--- config.mk ---
export PLATFORM = sky130hd
export DESIGN_NAME = stuffed_frame_pixel_decoder
export DESIGN_NICKNAME = d
export VERILOG_FILES = /design/src/hdl/sfpd_pkg.sv /design/src/hdl/sfpd_cfg_regs.sv /design/src/hdl/sfpd_core.sv /design/src/hdl/stuffed_frame_pixel_decoder.sv
export SDC_FILE = /design/constraint.sdc
export NUM_CORES = 1
export LEC_CHECK = 0
export ABC_AREA = 1
export BUFFER_PORTS_ARGS = -buffer_cell sky130_fd_sc_hd__buf_4
export CORE_UTILIZATION = 57
export CTS_CLUSTER_DIAMETER = 40
export DETAILED_ROUTE_END_ITERATION = 8
export PLACE_DENSITY = 0.79
export SETUP_SLACK_MARGIN = 0.2
export SYNTH_ARGS = -nofsm -noshare
export SYNTH_HDL_FRONTEND = slang
export SYNTH_SLANG_ARGS = --single-unit
--- constraint.sdc ---
create_clock -name aclk -period 3.5 [get_ports aclk]
set_clock_uncertainty 0.15 [all_clocks]
set_input_delay 0.35 -clock aclk [delete_from_list [all_inputs] [get_ports aclk]]
set_output_delay 0.35 -clock aclk [all_outputs]
set_load 0.01 [all_outputs]
--- src/hdl/sfpd_pkg.sv ---
// sfpd_pkg: shared types and constants for the stuffed frame pixel decoder
// no dependencies

package sfpd_pkg;

    localparam int BYTE_W = 8;

    localparam logic [BYTE_W-1:0] START_BYTE  = 8'h02;
    localparam logic [BYTE_W-1:0] ESCAPE_BYTE = 8'h1B;
    localparam logic [BYTE_W-1:0] STOP_BYTE   = 8'h04;
    localparam logic [BYTE_W-1:0] XOR_BYTE    = 8'h20;

    // reset values of the configuration registers
    localparam logic [BYTE_W-1:0] TOPIC_LIMIT_RST  = 8'd2;
    localparam logic [BYTE_W-1:0] PIXEL_FIRST_RST  = 8'd0;
    localparam logic [BYTE_W-1:0] PIXEL_SECOND_RST = 8'd1;

    localparam int CFG_IDX_W = 2;

    typedef enum logic [CFG_IDX_W-1:0] {
        CFG_TOPIC_LIMIT  = 2'd0,
        CFG_PIXEL_FIRST  = 2'd1,
        CFG_PIXEL_SECOND = 2'd2
    } cfg_idx_t;

    typedef enum logic [2:0] {
        PH_HUNT      = 3'd0,
        PH_TOPIC     = 3'd1,
        PH_ESC_TOPIC = 3'd2,
        PH_DATA      = 3'd3,
        PH_ESC_DATA  = 3'd4
    } phase_t;

    typedef struct packed {
        logic [BYTE_W-1:0] topic_limit;
        logic [BYTE_W-1:0] pixel_topic_first;
        logic [BYTE_W-1:0] pixel_topic_second;
    } cfg_t;

    // packet_topic sits in the lowest bits, blue in the highest
    typedef struct packed {
        logic [BYTE_W-1:0] blue;
        logic [BYTE_W-1:0] green;
        logic [BYTE_W-1:0] red;
        logic [BYTE_W-1:0] packet_topic;
    } packet_t;

endpackage

--- src/hdl/sfpd_cfg_regs.sv ---
// sfpd_cfg_regs: configuration register file, write only
// depends on sfpd_pkg

module sfpd_cfg_regs (
    input  logic                               aclk,
    input  logic                               aresetn,
    input  logic                               cfg_we,
    input  logic [sfpd_pkg::CFG_IDX_W-1:0]     cfg_index,
    input  logic [sfpd_pkg::BYTE_W-1:0]        cfg_wdata,
    output sfpd_pkg::cfg_t                     cfg
);

    sfpd_pkg::cfg_t cfg_reg;
    sfpd_pkg::cfg_t cfg_next;

    always_comb begin
        cfg_next = cfg_reg;
        if (cfg_we) begin
            unique case (sfpd_pkg::cfg_idx_t'(cfg_index))
                sfpd_pkg::CFG_TOPIC_LIMIT:  cfg_next.topic_limit        = cfg_wdata;
                sfpd_pkg::CFG_PIXEL_FIRST:  cfg_next.pixel_topic_first  = cfg_wdata;
                sfpd_pkg::CFG_PIXEL_SECOND: cfg_next.pixel_topic_second = cfg_wdata;
                default: ;  // unknown index, write dropped
            endcase
        end
    end

    always_ff @(posedge aclk) begin
        if (!aresetn) begin
            cfg_reg.topic_limit        <= sfpd_pkg::TOPIC_LIMIT_RST;
            cfg_reg.pixel_topic_first  <= sfpd_pkg::PIXEL_FIRST_RST;
            cfg_reg.pixel_topic_second <= sfpd_pkg::PIXEL_SECOND_RST;
        end else begin
            cfg_reg <= cfg_next;
        end
    end

    assign cfg = cfg_reg;

endmodule

--- src/hdl/sfpd_core.sv ---
// sfpd_core: deframing state machine with held topic and colour bytes
// depends on sfpd_pkg

module sfpd_core (
    input  logic                         aclk,
    input  logic                         aresetn,
    input  logic                         step,
    input  logic [sfpd_pkg::BYTE_W-1:0]  rx_byte,
    input  sfpd_pkg::cfg_t               cfg,
    output logic                         emit,
    output sfpd_pkg::packet_t            packet
);

    sfpd_pkg::phase_t            phase_reg, phase_next;
    logic [1:0]                  data_index_reg, data_index_next;
    logic [sfpd_pkg::BYTE_W-1:0] held_topic_reg, held_topic_next;
    logic [sfpd_pkg::BYTE_W-1:0] held_red_reg, held_red_next;
    logic [sfpd_pkg::BYTE_W-1:0] held_green_reg, held_green_next;
    logic [sfpd_pkg::BYTE_W-1:0] held_blue_reg, held_blue_next;

    logic [sfpd_pkg::BYTE_W-1:0] unesc_byte;
    logic [sfpd_pkg::BYTE_W-1:0] data_byte;
    logic                        take;
    logic                        is_pixel;

    assign unesc_byte = rx_byte ^ sfpd_pkg::XOR_BYTE;
    assign is_pixel   = (held_topic_reg == cfg.pixel_topic_first) ||
                        (held_topic_reg == cfg.pixel_topic_second);

    always_comb begin
        phase_next      = phase_reg;
        data_index_next = data_index_reg;
        held_topic_next = held_topic_reg;
        held_red_next   = held_red_reg;
        held_green_next = held_green_reg;
        held_blue_next  = held_blue_reg;
        emit            = 1'b0;
        take            = 1'b0;
        data_byte       = rx_byte;

        unique case (phase_reg)
            sfpd_pkg::PH_TOPIC: begin
                if (rx_byte == sfpd_pkg::ESCAPE_BYTE) begin
                    phase_next = sfpd_pkg::PH_ESC_TOPIC;
                end else if (rx_byte < cfg.topic_limit) begin
                    held_topic_next = rx_byte;
                    data_index_next = 2'd0;
                    phase_next      = sfpd_pkg::PH_DATA;
                end else begin
                    phase_next = sfpd_pkg::PH_HUNT;
                end
            end
            sfpd_pkg::PH_ESC_TOPIC: begin
                // topic is kept even when rejected
                held_topic_next = unesc_byte;
                if (unesc_byte < cfg.topic_limit) begin
                    data_index_next = 2'd0;
                    phase_next      = sfpd_pkg::PH_DATA;
                end else begin
                    phase_next = sfpd_pkg::PH_HUNT;
                end
            end
            sfpd_pkg::PH_DATA: begin
                if (rx_byte == sfpd_pkg::START_BYTE) begin
                    phase_next = sfpd_pkg::PH_HUNT;
                end else if (rx_byte == sfpd_pkg::STOP_BYTE) begin
                    phase_next = sfpd_pkg::PH_HUNT;
                    emit       = 1'b1;
                end else if (rx_byte == sfpd_pkg::ESCAPE_BYTE) begin
                    phase_next = sfpd_pkg::PH_ESC_DATA;
                end else begin
                    take = 1'b1;
                end
            end
            sfpd_pkg::PH_ESC_DATA: begin
                data_byte  = unesc_byte;
                take       = 1'b1;
                phase_next = sfpd_pkg::PH_DATA;
            end
            default: begin
                phase_next = (rx_byte == sfpd_pkg::START_BYTE) ? sfpd_pkg::PH_TOPIC
                                                               : sfpd_pkg::PH_HUNT;
            end
        endcase

        if (take) begin
            if (is_pixel) begin
                case (data_index_reg)
                    2'd0:    held_red_next   = data_byte;
                    2'd1:    held_green_next = data_byte;
                    2'd2:    held_blue_next  = data_byte;
                    default: ;
                endcase
            end
            // counter saturates at three
            if (data_index_reg != 2'd3) begin
                data_index_next = data_index_reg + 2'd1;
            end
        end
    end

    always_ff @(posedge aclk) begin
        if (!aresetn) begin
            phase_reg      <= sfpd_pkg::PH_HUNT;
            data_index_reg <= 2'd0;
            held_topic_reg <= '0;
            held_red_reg   <= '0;
            held_green_reg <= '0;
            held_blue_reg  <= '0;
        end else if (step) begin
            phase_reg      <= phase_next;
            data_index_reg <= data_index_next;
            held_topic_reg <= held_topic_next;
            held_red_reg   <= held_red_next;
            held_green_reg <= held_green_next;
            held_blue_reg  <= held_blue_next;
        end
    end

    assign packet.packet_topic = held_topic_reg;
    assign packet.red          = held_red_reg;
    assign packet.green        = held_green_reg;
    assign packet.blue         = held_blue_reg;

    a_emit_only_on_stop: assert property (@(posedge aclk) disable iff (!aresetn)
        emit |-> (phase_reg == sfpd_pkg::PH_DATA) && (rx_byte == sfpd_pkg::STOP_BYTE))
        else $error("packet emitted outside data phase");

    a_esc_data_returns: assert property (@(posedge aclk) disable iff (!aresetn)
        step && (phase_reg == sfpd_pkg::PH_ESC_DATA) |=> phase_reg == sfpd_pkg::PH_DATA)
        else $error("escaped data byte did not return to data phase");

    a_start_aborts: assert property (@(posedge aclk) disable iff (!aresetn)
        step && (phase_reg == sfpd_pkg::PH_DATA) && (rx_byte == sfpd_pkg::START_BYTE)
        |=> phase_reg == sfpd_pkg::PH_HUNT)
        else $error("start byte did not abort the frame");

    a_index_saturates: assert property (@(posedge aclk) disable iff (!aresetn)
        (data_index_reg == 2'd3) && !(step && ((phase_reg == sfpd_pkg::PH_TOPIC) ||
        (phase_reg == sfpd_pkg::PH_ESC_TOPIC))) |=> data_index_reg == 2'd3)
        else $error("saturated data index changed without a new topic");

endmodule

--- src/hdl/stuffed_frame_pixel_decoder.sv ---
// stuffed_frame_pixel_decoder: top level with input register and result register
// depends on sfpd_pkg, sfpd_cfg_regs, sfpd_core
//
// Usage:
//   s_axis_* carries one raw link byte per transfer (tdata[7:0] = rx_byte).
//   m_axis_* carries one decoded packet per stop byte that closes a frame.
//   cfg_we / cfg_index / cfg_wdata write topic_limit (0), pixel_topic_first (1)
//   and pixel_topic_second (2); other indexes are ignored. Write only while idle.
// Throughput: one byte per cycle unless a stop byte waits for the result register.
//   Every byte is taken into an input register, and the deframer state and result register update from it.
// Path: an accepted stop byte passes from the input register through the
//   deframer into the result register, which drives m_axis_tvalid and m_axis_tdata.
// Stall: the result register holds a packet until taken; bytes that cause no
//   packet keep flowing meanwhile. A stop byte waiting behind an untaken packet
//   holds the input register, and s_axis_tready drops only then.
// Reset: aresetn low for one edge or more puts the deframer in hunting,
//   clears the held topic and colours, drops both valids and loads the
//   configuration defaults (limit 2, pixel topics 0 and 1).

module stuffed_frame_pixel_decoder (
    input  logic                                aclk,
    input  logic                                aresetn,
    input  logic                                s_axis_tvalid,
    output logic                                s_axis_tready,
    input  logic [7:0]                          s_axis_tdata,   // [7:0] rx_byte
    output logic                                m_axis_tvalid,
    input  logic                                m_axis_tready,
    output logic [31:0]                         m_axis_tdata,   // [7:0] packet_topic,
                                                                // [15:8] red, [23:16] green,
                                                                // [31:24] blue
    input  logic                                cfg_we,
    input  logic [sfpd_pkg::CFG_IDX_W-1:0]      cfg_index,
    input  logic [sfpd_pkg::BYTE_W-1:0]         cfg_wdata
);

    sfpd_pkg::cfg_t              cfg;
    logic                        in_valid_reg, in_valid_next;
    logic [sfpd_pkg::BYTE_W-1:0] in_byte_reg;
    logic                        out_valid_reg, out_valid_next;
    sfpd_pkg::packet_t           out_data_reg;
    sfpd_pkg::packet_t           packet;
    logic                        emit;
    logic                        out_free;
    logic                        step;
    logic                        s_xfer;

    sfpd_cfg_regs u_cfg (
        .aclk      (aclk),
        .aresetn   (aresetn),
        .cfg_we    (cfg_we),
        .cfg_index (cfg_index),
        .cfg_wdata (cfg_wdata),
        .cfg       (cfg)
    );

    sfpd_core u_core (
        .aclk    (aclk),
        .aresetn (aresetn),
        .step    (step),
        .rx_byte (in_byte_reg),
        .cfg     (cfg),
        .emit    (emit),
        .packet  (packet)
    );

    assign out_free      = !out_valid_reg || m_axis_tready;
    // only a packet-producing byte has to wait for the result register
    assign step          = in_valid_reg && (out_free || !emit);
    assign s_axis_tready = !in_valid_reg || step;
    assign s_xfer        = s_axis_tvalid && s_axis_tready;

    always_comb begin
        in_valid_next = in_valid_reg;
        if (s_xfer) begin
            in_valid_next = 1'b1;
        end else if (step) begin
            in_valid_next = 1'b0;
        end

        out_valid_next = out_valid_reg;
        if (step && emit) begin
            out_valid_next = 1'b1;
        end else if (m_axis_tready) begin
            out_valid_next = 1'b0;
        end
    end

    always_ff @(posedge aclk) begin
        if (!aresetn) begin
            in_valid_reg  <= 1'b0;
            out_valid_reg <= 1'b0;
        end else begin
            in_valid_reg  <= in_valid_next;
            out_valid_reg <= out_valid_next;
        end
    end

    always_ff @(posedge aclk) begin
        if (s_xfer) begin
            in_byte_reg <= s_axis_tdata;
        end
        if (step && emit) begin
            out_data_reg <= packet;
        end
    end

    assign m_axis_tvalid = out_valid_reg;
    assign m_axis_tdata  = out_data_reg;

endmodule
== Word-level counts from Yosys, hierarchy flattened ==
Index checks and enable logic that the tools add are counted.

* Register bits after elaboration: 103
* Input bits: 23

* Add/sub/neg operators: 1
* Order comparisons: 2
* Equality and inequality tests: 17
* Mux-type cells: 29
* Bitwise operators: 1
* Reductions and logical operators: 23

{| class="wikitable"
|+ Operators by type and width
! cell !! number
|-
| 8-bit equality test || 2
|-
| 8-bit less-than comparator || 2
|-
| 8-bit 2-to-1 mux || 2
|-
| 8-bit case mux with 2 select lines || 1
|-
| 4-bit AND reduction || 4
|-
| 2-bit 2-to-1 mux || 7
|-
| 3-bit 2-to-1 mux || 4
|-
| 3-bit case mux with 4 select lines || 1
|-
| 1-bit 2-to-1 mux || 11
|-
| 8-bit by 2-bit equality test with 1-bit output, second input constant || 1
|-
| 8-bit by 3-bit equality test with 1-bit output, second input constant || 1
|-
| 8-bit by 5-bit equality test with 1-bit output, second input constant || 1
|-
| 2-bit AND reduction || 4
|-
| 3-bit by 2-bit equality test with 1-bit output, second input constant || 2
|-
| 6-bit 2-to-1 mux || 1
|-
| 2-bit nonzero test || 3
|-
| 2-bit by 1-bit equality test with 1-bit output, second input constant || 2
|-
| 2-bit equality test, second input constant || 2
|-
| 2-bit logical NOT || 2
|-
| 1-bit logical OR || 4
|-
| 2-bit inequality test, second input constant || 2
|-
| 4-bit by 1-bit inequality test with 1-bit output, second input constant || 1
|-
| 2-bit case mux with 2 select lines || 1
|-
| 3-bit by 1-bit equality test with 1-bit output, second input constant || 1
|-
| other kinds (7) || 11
|}

== Depth between registers and ports, before layout ==
Gate-level depths: netlist of run 1.

* Depth in word-level cells: 10
* Gate-level depth with buffers: 13
* Mapped depth without buffers: 13

== Modules after synthesis ==
A second synthesis of run 1 with hierarchy kept.

* Cells, all modules: 558
* Area total of the unflattened synthesis: 4,699.5 µm²

{| class="wikitable"
|+ By module, submodules not included
! module !! instances !! cells each !! area an instance (µm²) !! sequential area each (µm²)
|-
| sfpd_core || 1 || 346 || 2,331.0 || 740.7
|-
| stuffed_frame_pixel_decoder || 1 || 59 || 1,322.5 || 1,241.2
|-
| sfpd_cfg_regs || 1 || 153 || 1,046.0 || 480.5
|}

== Least setup slack after synthesis of run 1 ==
No wires, ideal clock.

* Path type: register -> register
* Start: register in_byte_reg[1] in the netlist's numbering
* End: register out_data_reg, in the netlist m_axis_tdata[0], enable pin
* Library setup time: 0.422 ns
* Arrival time: 2.243 ns
* Data required time: 2.928 ns
* Slack: 0.685 ns
* Cell stages (with the launch flop): 4
* Buffers on the path: 0
* Period minus slack after synthesis: 2.815 ns
* Cells stage by stage: edfxtp_1 > nor3_2 > nand4_1 > nor2_1

* Cells in the longest elaborated chain, start to end: 8

{| class="wikitable"
|+ RTL lines
! element !! line !! RTL
|-
| from (decl) || stuffed_frame_pixel_decoder.sv:38 || <nowiki>logic [sfpd_pkg::BYTE_W-1:0] in_byte_reg;</nowiki>
|-
| from (signal assigned) || stuffed_frame_pixel_decoder.sv:100 || <nowiki>in_byte_reg <= s_axis_tdata;</nowiki>
|-
| 8-bit by 3-bit equality test with 1-bit output || sfpd_core.sv:66 || <nowiki>end else if (rx_byte == sfpd_pkg::STOP_BYTE) begin</nowiki>
|-
| 1-bit 2-to-1 mux || sfpd_core.sv:66 ||
|-
| 1-bit 2-to-1 mux * || sfpd_core.sv:64 || <nowiki>if (rx_byte == sfpd_pkg::START_BYTE) begin</nowiki>
|-
| 1-bit 2-to-1 mux * || sfpd_core.sv:41 || <nowiki>unique case (phase_reg)</nowiki>
|-
| 1-bit logical NOT || stuffed_frame_pixel_decoder.sv:68 || <nowiki>assign step = in_valid_reg && (out_free || !emit);</nowiki>
|-
| 1-bit logical OR || stuffed_frame_pixel_decoder.sv:68 ||
|-
| 1-bit logical AND || stuffed_frame_pixel_decoder.sv:68 ||
|-
| 1-bit logical AND * || stuffed_frame_pixel_decoder.sv:102 || <nowiki>if (step && emit) begin</nowiki>
|-
| to (signal assigned) || stuffed_frame_pixel_decoder.sv:103 || <nowiki>out_data_reg <= packet;</nowiki>
|-
| to (decl) || stuffed_frame_pixel_decoder.sv:40 || <nowiki>sfpd_pkg::packet_t out_data_reg;</nowiki>
|}

Mark *: on every way between the ends. The rest lies on a longest branch, timed or not.
A chain may end at the register's enable or synchronous reset.

== Final worst setup path of run 1 ==
* Start: register in_byte_reg[6] in the netlist's numbering
* End: output s_axis_tready

* Cells in the longest elaborated chain, start to end: 8

{| class="wikitable"
|+ RTL lines
! element !! line !! RTL
|-
| 8-bit by 3-bit equality test with 1-bit output || sfpd_core.sv:66 ||
|-
| 1-bit 2-to-1 mux || sfpd_core.sv:66 ||
|-
| 1-bit 2-to-1 mux * || sfpd_core.sv:64 ||
|-
| 1-bit 2-to-1 mux * || sfpd_core.sv:41 ||
|-
| 1-bit logical NOT * || stuffed_frame_pixel_decoder.sv:68 ||
|-
| 1-bit logical OR * || stuffed_frame_pixel_decoder.sv:68 ||
|-
| 1-bit logical AND * || stuffed_frame_pixel_decoder.sv:68 ||
|-
| 1-bit logical OR * || stuffed_frame_pixel_decoder.sv:69 || <nowiki>assign s_axis_tready = !in_valid_reg || step;</nowiki>
|-
| to (decl) || stuffed_frame_pixel_decoder.sv:24 || <nowiki>output logic s_axis_tready,</nowiki>
|}

Marks and branches as above.

==> flow_summary.json, run 1 <==
{
  "htree_levels": 3,
  "r2r_start": "in_byte_reg[5]",
  "p_leak_nw": 2.29,
  "die_h_um": 90.4,
  "syn_inst": 506,
  "first_global_vias": 3178,
  "setup_violations": 0,
  "grt_pass1_wl_um": 14800,
  "drc": 0,
  "num_vias": 3348,
  "finalPower_mw": 2.22,
  "wl_per_cell_um": 13.2,
  "crit_arrival_ps": 1920,
  "core_area_mm2": 0.00741,
  "num-nets-final": 601,
  "pre_cts_ws_ps": 1300,
  "maxSlewViolCount": 0,
  "p_per_area_mw_per_mm2": 431,
  "final.period_utilization": 0.692,
  "routabilityCongestion": 0.850,
  "dieArea_mm2": 0.00817,
  "rsz0062_at_grt": "false",
  "area_growth_pct": 16.0,
  "crit_fanout": 6,
  "io_buffers": 56,
  "min_from": "s_axis_tdata[6]",
  "required_ps": 3000,
  "syn-cell-area_mm2": 0.00445,
  "drive_gt1_frac": 0.179,
  "critPathKind": "reg -> out",
  "crit_path_end_kind": "output pin",
  "crit_path_start_kind": "flip-flop",
  "worstSetupStartpoint": "in_byte_reg[6]",
  "antenna_found_initial": 0,
  "clock_tree.root_cell": "clkbuf_8",
  "grt_max_degree": 61,
  "grt_remaining_overflow": 0,
  "tritoncts": "built",
  "drt-pass1-iter-count": 4,
  "ir_drop_uv": 343,
  "syn-num-nets": 541,
  "status": "completed",
  "cts_buffers": 9,
  "synthFlopType": "dfxtp_1",
  "min-delay-path-class": "in -> reg",
  "drt_wl_total_um": 8880,
  "synth_warnings": 0,
  "first_iter_violations": 200,
  "path_clk_slew_ps": 110,
  "timing.final.ws_setup_ps": 1080,
  "hold_viol": 0,
  "postSynthAreaPerCell_um2": 8.80,
  "n_antenna_cell": 0,
  "ant_nets": 0,
  "timing.fmax_ghz": 0.413,
  "finalCriticalPeriod_ps": 2420,
  "slew_headroom": 0.608,
  "whs_ps": 13.4,
  "ys_seq_area_frac": 0.553,
  "post_cts_buffers": 0,
  "initial_core_util": 0.601,
  "largest_register_ffs": 32,
  "clockBufferDepth": 2,
  "drv_cap": 0,
  "cts.sinks": 103,
  "dieWidth_um": 90.4,
  "rows": 31,
  "clk_latency_ps": 370,
  "ys_seq_elements": 103,
  "tns_ps": 0,
  "vias_per_cell": 5.00,
  "async_flop_share": 0,
  "place_hpwl_um": 6370,
  "ios": 57,
  "post_cts_resized": 0,
  "synth-edff-count": 40,
  "ys_types": 33,
  "track_usage": 0.232,
  "tightest_slew_ps": 583
}
-- path summary, 6_finish.rpt --
path	end	slack, ps	depth (start not counted)
max	s_axis_tready	1080	8
min	in_byte_reg[6]	10	1
max reg2reg	u_core.held_topic_reg[5]	1230	10
min reg2reg	m_axis_tdata[11]	290	0
-- cells in the final DEF, fill, tap and decap left out, types with 12 or more instances in the layout --
master | synthesis | layout
nand2_1 | 93 | 93
edfxtp_1 | 40 | 40
o21ai_0 | 28 | 28
buf_4 | 0 | 57
nand3_1 | 13 | 13
dfxtp_1 | 63 | 63
a21oi_1 | 26 | 26
inv_1 | 69 | 69
nor2_1 | 83 | 82
ha_1 | 12 | 12
-- report_power, final --
part / internal (mW) / switching [mW]
Combinational: 0.0782 / 0.122
Sequential: 1.27 / 0.0351
Clock: 0.278 / 0.440
Total: 1.63 / 0.597
-- worst max-delay path, stage by stage, from the launching register on --
cell	delay (ps)
edfxtp_1	510
nor2_2	240
nand3_2	130
nor2_2	200
nor2_4	60
nand4_1	120
nor2_1	60
nand2_1	90
buf_4	130
-- synthesized netlist by cell type, types with 2 or more instances --
library cell,number,area [µm²]
inv_1,69,259
nor2_1,83,312
nand4_1,8,50.1
a21oi_1,26,130
xor2_1,2,17.5
buf_8,3,45.0
nor2_2,5,31.3
ha_1,12,150
a21o_1,2,15.0
buf_2,3,15.0
o21ai_1,5,25.0
edfxtp_1,40,1200
nor3_1,7,35.0
o21ai_0,28,140
inv_2,4,15.0
nand2_1,93,349
xnor2_1,9,78.8
clkbuf_1,5,18.8
nand3_1,13,65.1
nand4_4,3,63.8
nand3_2,3,30.0
nand2_4,2,22.5
dfxtp_1,63,1260
buf_1,2,7.51
nand2_2,8,50.1
-- routing by layer --
layer,GRT usage,up-vias,wire [µm]
li1,-,1724,-
met1,0.300,1526,4050
met2,0.389,79,4210
met3,0.0429,19,407
met4,0.0820,0,209
met5,0,-,0
-- stage by stage --
stage / cells / cell area, µm² / util
after CTS: 669 / 5160 / 0.696
final: 670 / 5170 / 0.697
after global placement: 648 / 4910 / 0.663
after floorplan: 506 / 4450 / -
after detailed placement: 648 / 4910 / 0.663
after global routing: 670 / 5170 / 0.697
-- logic make-up (layout without fill, tap and decap cells) --
logic type                 after synthesis  after routing  synth area share
and+or+nand+nor                        230            230             0.236
DFF                                    103            103             0.553
buffers and inverters                   88            153            0.0848
AOI/OAI and AO/OA                       62             62            0.0713
adders and majority gates               12             12            0.0337
xor gates and xnor gates                11             11            0.0216
-- repair_timing --
item / CTS / global route
setup endpoints to repair: 0 / 0
endpoints found under the hold margin: 5 / 1
hold buffers: 5 / 1
-- final cells by class --
| class | count | area, µm² |
|---|---|---|
| Clock buffer | 9 | 124 |
| Clock inverter | 7 | 71.3 |
| Fill cell | 587 | 2240 |
| Inverter | 74 | 280 |
| Multi-Input combinational cell | 315 | 1620 |
| Sequential cell | 103 | 2460 |
| Tap cell | 99 | 124 |
| Timing Repair Buffer | 63 | 488 |
(Power assumes the default switching activity.)
==> run 2, diff against run 1 <==
--- a/config.mk
+++ b/config.mk
@@ -7,10 +7,10 @@
 export LEC_CHECK = 0
 export ABC_AREA = 1
 export BUFFER_PORTS_ARGS = -buffer_cell sky130_fd_sc_hd__buf_4
-export CORE_UTILIZATION = 57
+export CORE_UTILIZATION = 52
 export CTS_CLUSTER_DIAMETER = 40
 export DETAILED_ROUTE_END_ITERATION = 8
-export PLACE_DENSITY = 0.79
+export PLACE_DENSITY = 0.76
 export SETUP_SLACK_MARGIN = 0.2
 export SYNTH_ARGS = -nofsm -noshare
 export SYNTH_HDL_FRONTEND = slang
==> constraint.sdc (replaced) <==
create_clock -name aclk -period 2.2 [get_ports aclk]
set_clock_uncertainty 0.15 [all_clocks]
set_input_delay 0.22 -clock aclk [delete_from_list [all_inputs] [get_ports aclk]]
set_output_delay 0.22 -clock aclk [all_outputs]
set_load 0.01 [all_outputs]
==> run 2 against run 1 <==
Compared with the run above:
- hold slack improved by 18 ps
- wire length rose by 14%
- global-route usage fell by 0.17 points
- cell count rose by 8.2%
- largest cell class unchanged
- highest routed layer unchanged
==> flow_summary.json, run 2 (synthesis results as in run 1) <==
{
  "ff_latch_area_mm2": 0.00246,
  "dieArea_mm2": 0.00894,
  "ir_drop_uv": 350,
  "fin_cells": 725,
  "critPathKind": "reg -> out",
  "ant_nets": 0,
  "drt_wl_total_um": 10100,
  "required_ps": 1830,
  "cts.sinks": 103,
  "wl_per_cell_um": 14.0,
  "drc": 0,
  "vias_per_cell": 5.02,
  "fin_area_mm2": 0.00576,
  "grt_pass1_wl_um": 15500,
  "antenna_found_initial": 0,
  "area_growth_pct": 29.4,
  "track_usage": 0.230,
  "cts_buffers": 9,
  "pre_cts_ws_ps": 40.2,
  "cpMostUsedCell": "nor2_4",
  "min-delay-path-class": "in -> reg",
  "grt_max_degree": 61,
  "dpl.cell_count": 663,
  "first_global_vias": 3353,
  "maxSlewViolCount": 0,
  "crit_chain": "nor2_2 > nand3_2 > nor2_4 > nor2_4 > nand4_1 > nor2_1 > nand2_1 > buf_6",
  "critPathTopFamily": "simple AND/OR/NAND/NOR gates",
  "wl_met2_um": 4890,
  "finalCriticalPeriod_ps": 2070,
  "finalPower_mw": 3.67,
  "rows": 33,
  "whs_ps": 31.3,
  "status": "completed",
  "num-nets-final": 650,
  "crit_arrival_ps": 1700,
  "crit_path_start_kind": "flip-flop",
  "timing.fmax_ghz": 0.483,
  "crit_fanout": 4,
  "n_antenna_cell": 0,
  "multiInputGateArea_mm2": 0.00180,
  "die_h_um": 94.6,
  "clockBufferDepth": 2,
  "io_buffers": 56,
  "first_iter_violations": 223,
  "place_area_mm2": 0.00500,
  "largest_register_ffs": 32,
  "final_util": 0.698,
  "drive_gt1_frac": 0.256,
  "final_cell_mix": "nand2_1, buf_4, nor2_1",
  "path_clk_slew_ps": 100,
  "tns_ps": 0,
  "rsz0062_at_grt": "true",
  "htree_levels": 3,
  "slowest_delay_ps": 470,
  "p_per_area_mw_per_mm2": 636,
  "slew_headroom": 0.594,
  "place_hpwl_um": 6390,
  "p_leak_nw": 2.55,
  "ios": 57,
  "setup_violations": 0,
  "met3_length_um": 545,
  "timing.final.ws_setup_ps": 130,
  "num_vias": 3637,
  "routabilityCongestion": 0.875,
  "cp_num_buf_inv": 1,
  "cp_slowest_cell": "edfxtp_1",
  "drt-pass1-iter-count": 4,
  "hold_viol": 0,
  "drv_cap": 0,
  "clock_tree.root_cell": "clkbuf_8",
  "final_common_cell": "nand2_1",
  "drt-met1-wl_um": 4480,
  "initial_core_util": 0.539,
  "final.period_utilization": 0.941,
  "clk_latency_ps": 370,
  "tightest_slew_ps": 609,
  "highest_layer": "met4",
  "tritoncts": "built",
  "core_area_mm2": 0.00826,
  "grt_remaining_overflow": 0,
  "n_fill_cell": 651,
  "dieWidth_um": 94.6,
  "crit_path_end_kind": "output pin"
}
==> run 2: where the power goes <==
part	leakage [nW]	switching [mW]	internal (mW)
Sequential	0.883	0.0418	2.02
Clock	0.0867	0.709	0.435
Combinational	1.58	0.270	0.189
==> run 2: final cells by class <==
type	instances	share of cell area
clock buffers	9	0.0215
clock inverters	7	0.0117
inverters	74	0.0495
multi-input cells	319	0.312
flip-flops and latches	103	0.427
well taps	105	0.0228
repair buffers	108	0.155
==> run 2: worst reg2reg max path, delay by kind of cell (launching register included) <==
kind | cells | cell delay [ps]
AOI/OAI and AO/OA | 1 | 170
and+or+nand+nor | 7 | 580
DFF | 1 | 440
adders and majority gates | 1 | 300
buffers and inverters | 3 | 350
==> run 2: path summary, 6_finish.rpt <==
kind / from / cells after the start / end / slack [ps]
hold / removal: cfg_index[1] / 4 / u_cfg.cfg[17] / 30
setup / recovery: in_byte_reg[6] / 8 / s_axis_tready / 130
setup reg to reg: in_byte_reg[3] / 12 / u_core.held_topic_reg[1] / 130
hold reg to reg: u_core.held_red_reg[3] / 0 / m_axis_tdata[11] / 290
==> run 2: repair_timing <==
| item | CTS | global route |
|---|---|---|
| endpoints found under the hold margin | 26 | 0 |
| pin swaps | 7 | 11 |
| buffers inserted | 14 | 9 |
| cloned | 3 | 3 |
| endpoints found under the setup margin | 55 | 77 |
| hold buffers | 17 | 0 |
| gates resized for setup | 11 | 27 |
==> run 2: layer usage <==
metal | vias to the layer above | track usage
li1 | 1839 | -
met1 | 1680 | 0.302
met2 | 104 | 0.372
met3 | 14 | 0.0427
met4 | 0 | 0.0972
met5 | - | 0
==> run 3, diff against run 2 <==
--- a/config.mk
+++ b/config.mk
@@ -7,10 +7,10 @@
 export LEC_CHECK = 0
 export ABC_AREA = 1
 export BUFFER_PORTS_ARGS = -buffer_cell sky130_fd_sc_hd__buf_4
-export CORE_UTILIZATION = 52
-export CTS_CLUSTER_DIAMETER = 40
+export CORE_UTILIZATION = 62
+export CTS_CLUSTER_DIAMETER = 200
 export DETAILED_ROUTE_END_ITERATION = 8
-export PLACE_DENSITY = 0.76
+export PLACE_DENSITY = 0.85
 export SETUP_SLACK_MARGIN = 0.2
 export SYNTH_ARGS = -nofsm -noshare
 export SYNTH_HDL_FRONTEND = slang
==> constraint.sdc (replaced) <==
create_clock -name aclk -period 2.5 [get_ports aclk]
set_clock_uncertainty 0.15 [all_clocks]
set_input_delay 0.25 -clock aclk [delete_from_list [all_inputs] [get_ports aclk]]
set_output_delay 0.25 -clock aclk [all_outputs]
set_load 0.01 [all_outputs]
==> run 3 against run 2 <==
Compared with the run above:
- sequential share of layout area is 3.0 points higher
- register-to-register slack improved by 200 ps
- count of clock-buffer cells in the layout is the same
- critical path depth is 1 lower
- combinational power shrank 27%
- design area decreased by 6.5%
- setup slack gained 140 ps
- clock power is essentially flat
==> flow_summary.json, run 3 (synthesis results as in run 1) <==
{
  "final_common_cell": "nand2_1",
  "met3_usage": 0.0476,
  "tightest_slew_ps": 671,
  "met2_usage": 0.462,
  "status": "completed",
  "finalCriticalPeriod_ps": 2230,
  "dieWidth_um": 86.8,
  "crit_path_end_kind": "output pin",
  "cpMostUsedCell": "nor2_4",
  "clockBufferDepth": 2,
  "drt-pass1-iter-count": 5,
  "num_vias": 3572,
  "crit_fanout": 8,
  "place_hpwl_um": 6180,
  "tritoncts": "built",
  "largest_register_ffs": 32,
  "grt_max_degree": 61,
  "whs_ps": 23.5,
  "drt_wl_total_um": 9510,
  "cts_buffers": 9,
  "cp_slowest_cell": "edfxtp_1",
  "wl_per_cell_um": 13.8,
  "tns_ps": 0,
  "area_growth_pct": 21.0,
  "maxSlewViolCount": 0,
  "final.period_utilization": 0.893,
  "crit_chain": "nand3_1 > nor2_4 > nor2_4 > nand4_1 > nor2_1 > nand2_1 > buf_4",
  "drv_cap": 0,
  "crit_arrival_ps": 1830,
  "routabilityCongestion": 0.905,
  "clk_latency_ps": 360,
  "min_from": "cfg_wdata[4]",
  "drc": 0,
  "initial_core_util": 0.648,
  "drive_gt1_frac": 0.194,
  "cts.sinks": 103,
  "finalPower_mw": 3.32,
  "ant_nets": 0,
  "min-delay-path-class": "in -> reg",
  "p_per_area_mw_per_mm2": 615,
  "critPathKind": "reg -> out",
  "first_iter_violations": 270,
  "path_clk_slew_ps": 100,
  "slew_headroom": 0.549,
  "ir_drop_uv": 411,
  "track_usage": 0.271,
  "die_h_um": 86.8,
  "rows": 30,
  "vias_per_cell": 5.19,
  "n_antenna_cell": 0,
  "r2r_start": "in_byte_reg[6]",
  "use_met1": 0.348,
  "required_ps": 2100,
  "setup_violations": 0,
  "rsz0062_at_grt": "false",
  "first_global_vias": 3302,
  "antenna_found_initial": 0,
  "final_util": 0.785,
  "ios": 57,
  "cp_num_buf_inv": 1,
  "worstSetupStartpoint": "in_byte_reg[1]",
  "grt_remaining_overflow": 0,
  "top_usage_layer": "met2",
  "timing.fmax_ghz": 0.448,
  "final_cell_mix": "nand2_1, nor2_1, buf_4",
  "htree_levels": 3,
  "hold_viol": 0,
  "slowest_delay_ps": 560,
  "dieArea_mm2": 0.00753,
  "crit_path_start_kind": "flip-flop",
  "p_leak_nw": 2.41,
  "critPathTopFamily": "simple AND/OR/NAND/NOR gates",
  "core_area_mm2": 0.00687,
  "grt_pass1_wl_um": 15300,
  "io_buffers": 56,
  "num-nets-final": 622,
  "clock_tree.root_cell": "clkbuf_8"
}
-- run 3: cell count changes in the layout (fill, tap and decap cells not counted), moves of 4 or more --
cell	delta
nand2_1	+6
o21ai_0	+5
nand2_2	-4
o21ai_2	-5
buf_4	-16
-- run 3: through the flow --
| step | cells | cell area (µm²) | setup slack, ps |
|---|---|---|---|
| 6_report | 688 | 5390 | 268 |
| 5_1_grt | 688 | 5390 | 191 |
| 4_1_cts | 682 | 5330 | 227 |
| 3_5_place_dp | 645 | 4910 | 320 |
| 3_3_place_gp | 645 | 4910 | 364 |
| 2_1_floorplan | 506 | 4460 | 208 |
-- run 3: final timing paths --
kind	cells past startpoint	endpoint	slack, ps
max	7	s_axis_tready	270
min	3	u_cfg.cfg[12]	20
max reg2reg	10	u_core.held_topic_reg[2]	330
min reg2reg	0	m_axis_tdata[13]	290
-- run 3: area by class of cell --
type / instances / area, µm²
fillers: 464 / 1480
repair buffers: 84 / 666
multi-input cells: 315 / 1640
clock inverters: 7 / 104
well taps: 96 / 120
clock buffers: 9 / 124
inverters: 74 / 280
flip-flops and latches: 103 / 2460
-- run 3: worst min-delay path, stage by stage --
cell and delay (ps):
buf_4 110, o21ai_0 80, nor2_1 70
-- run 3: where the power goes --
part / switching, mW / total (mW) / internal, mW / leakage, nW
registers: 0.0424 / 1.82 / 1.78 / 0.883
logic: 0.198 / 0.336 / 0.138 / 1.41
clock network: 0.581 / 1.16 / 0.578 / 0.115
-- run 3: per-layer routing --
layer,vias up,share of wire
met2,129,0.50
met5,-,0
li1,1768,-
met4,0,0.024
met1,1649,0.42
met3,26,0.054
-- run 3: timing repair --
| item | in CTS | in global routing |
|---|---|---|
| endpoints found under the setup margin | 1 | 14 |
| endpoints found under the hold margin | 15 | 0 |
| hold buffers | 14 | 0 |
| pin swaps | 0 | 1 |
| resized for setup | 0 | 4 |
| setup buffers | 7 | 6 |
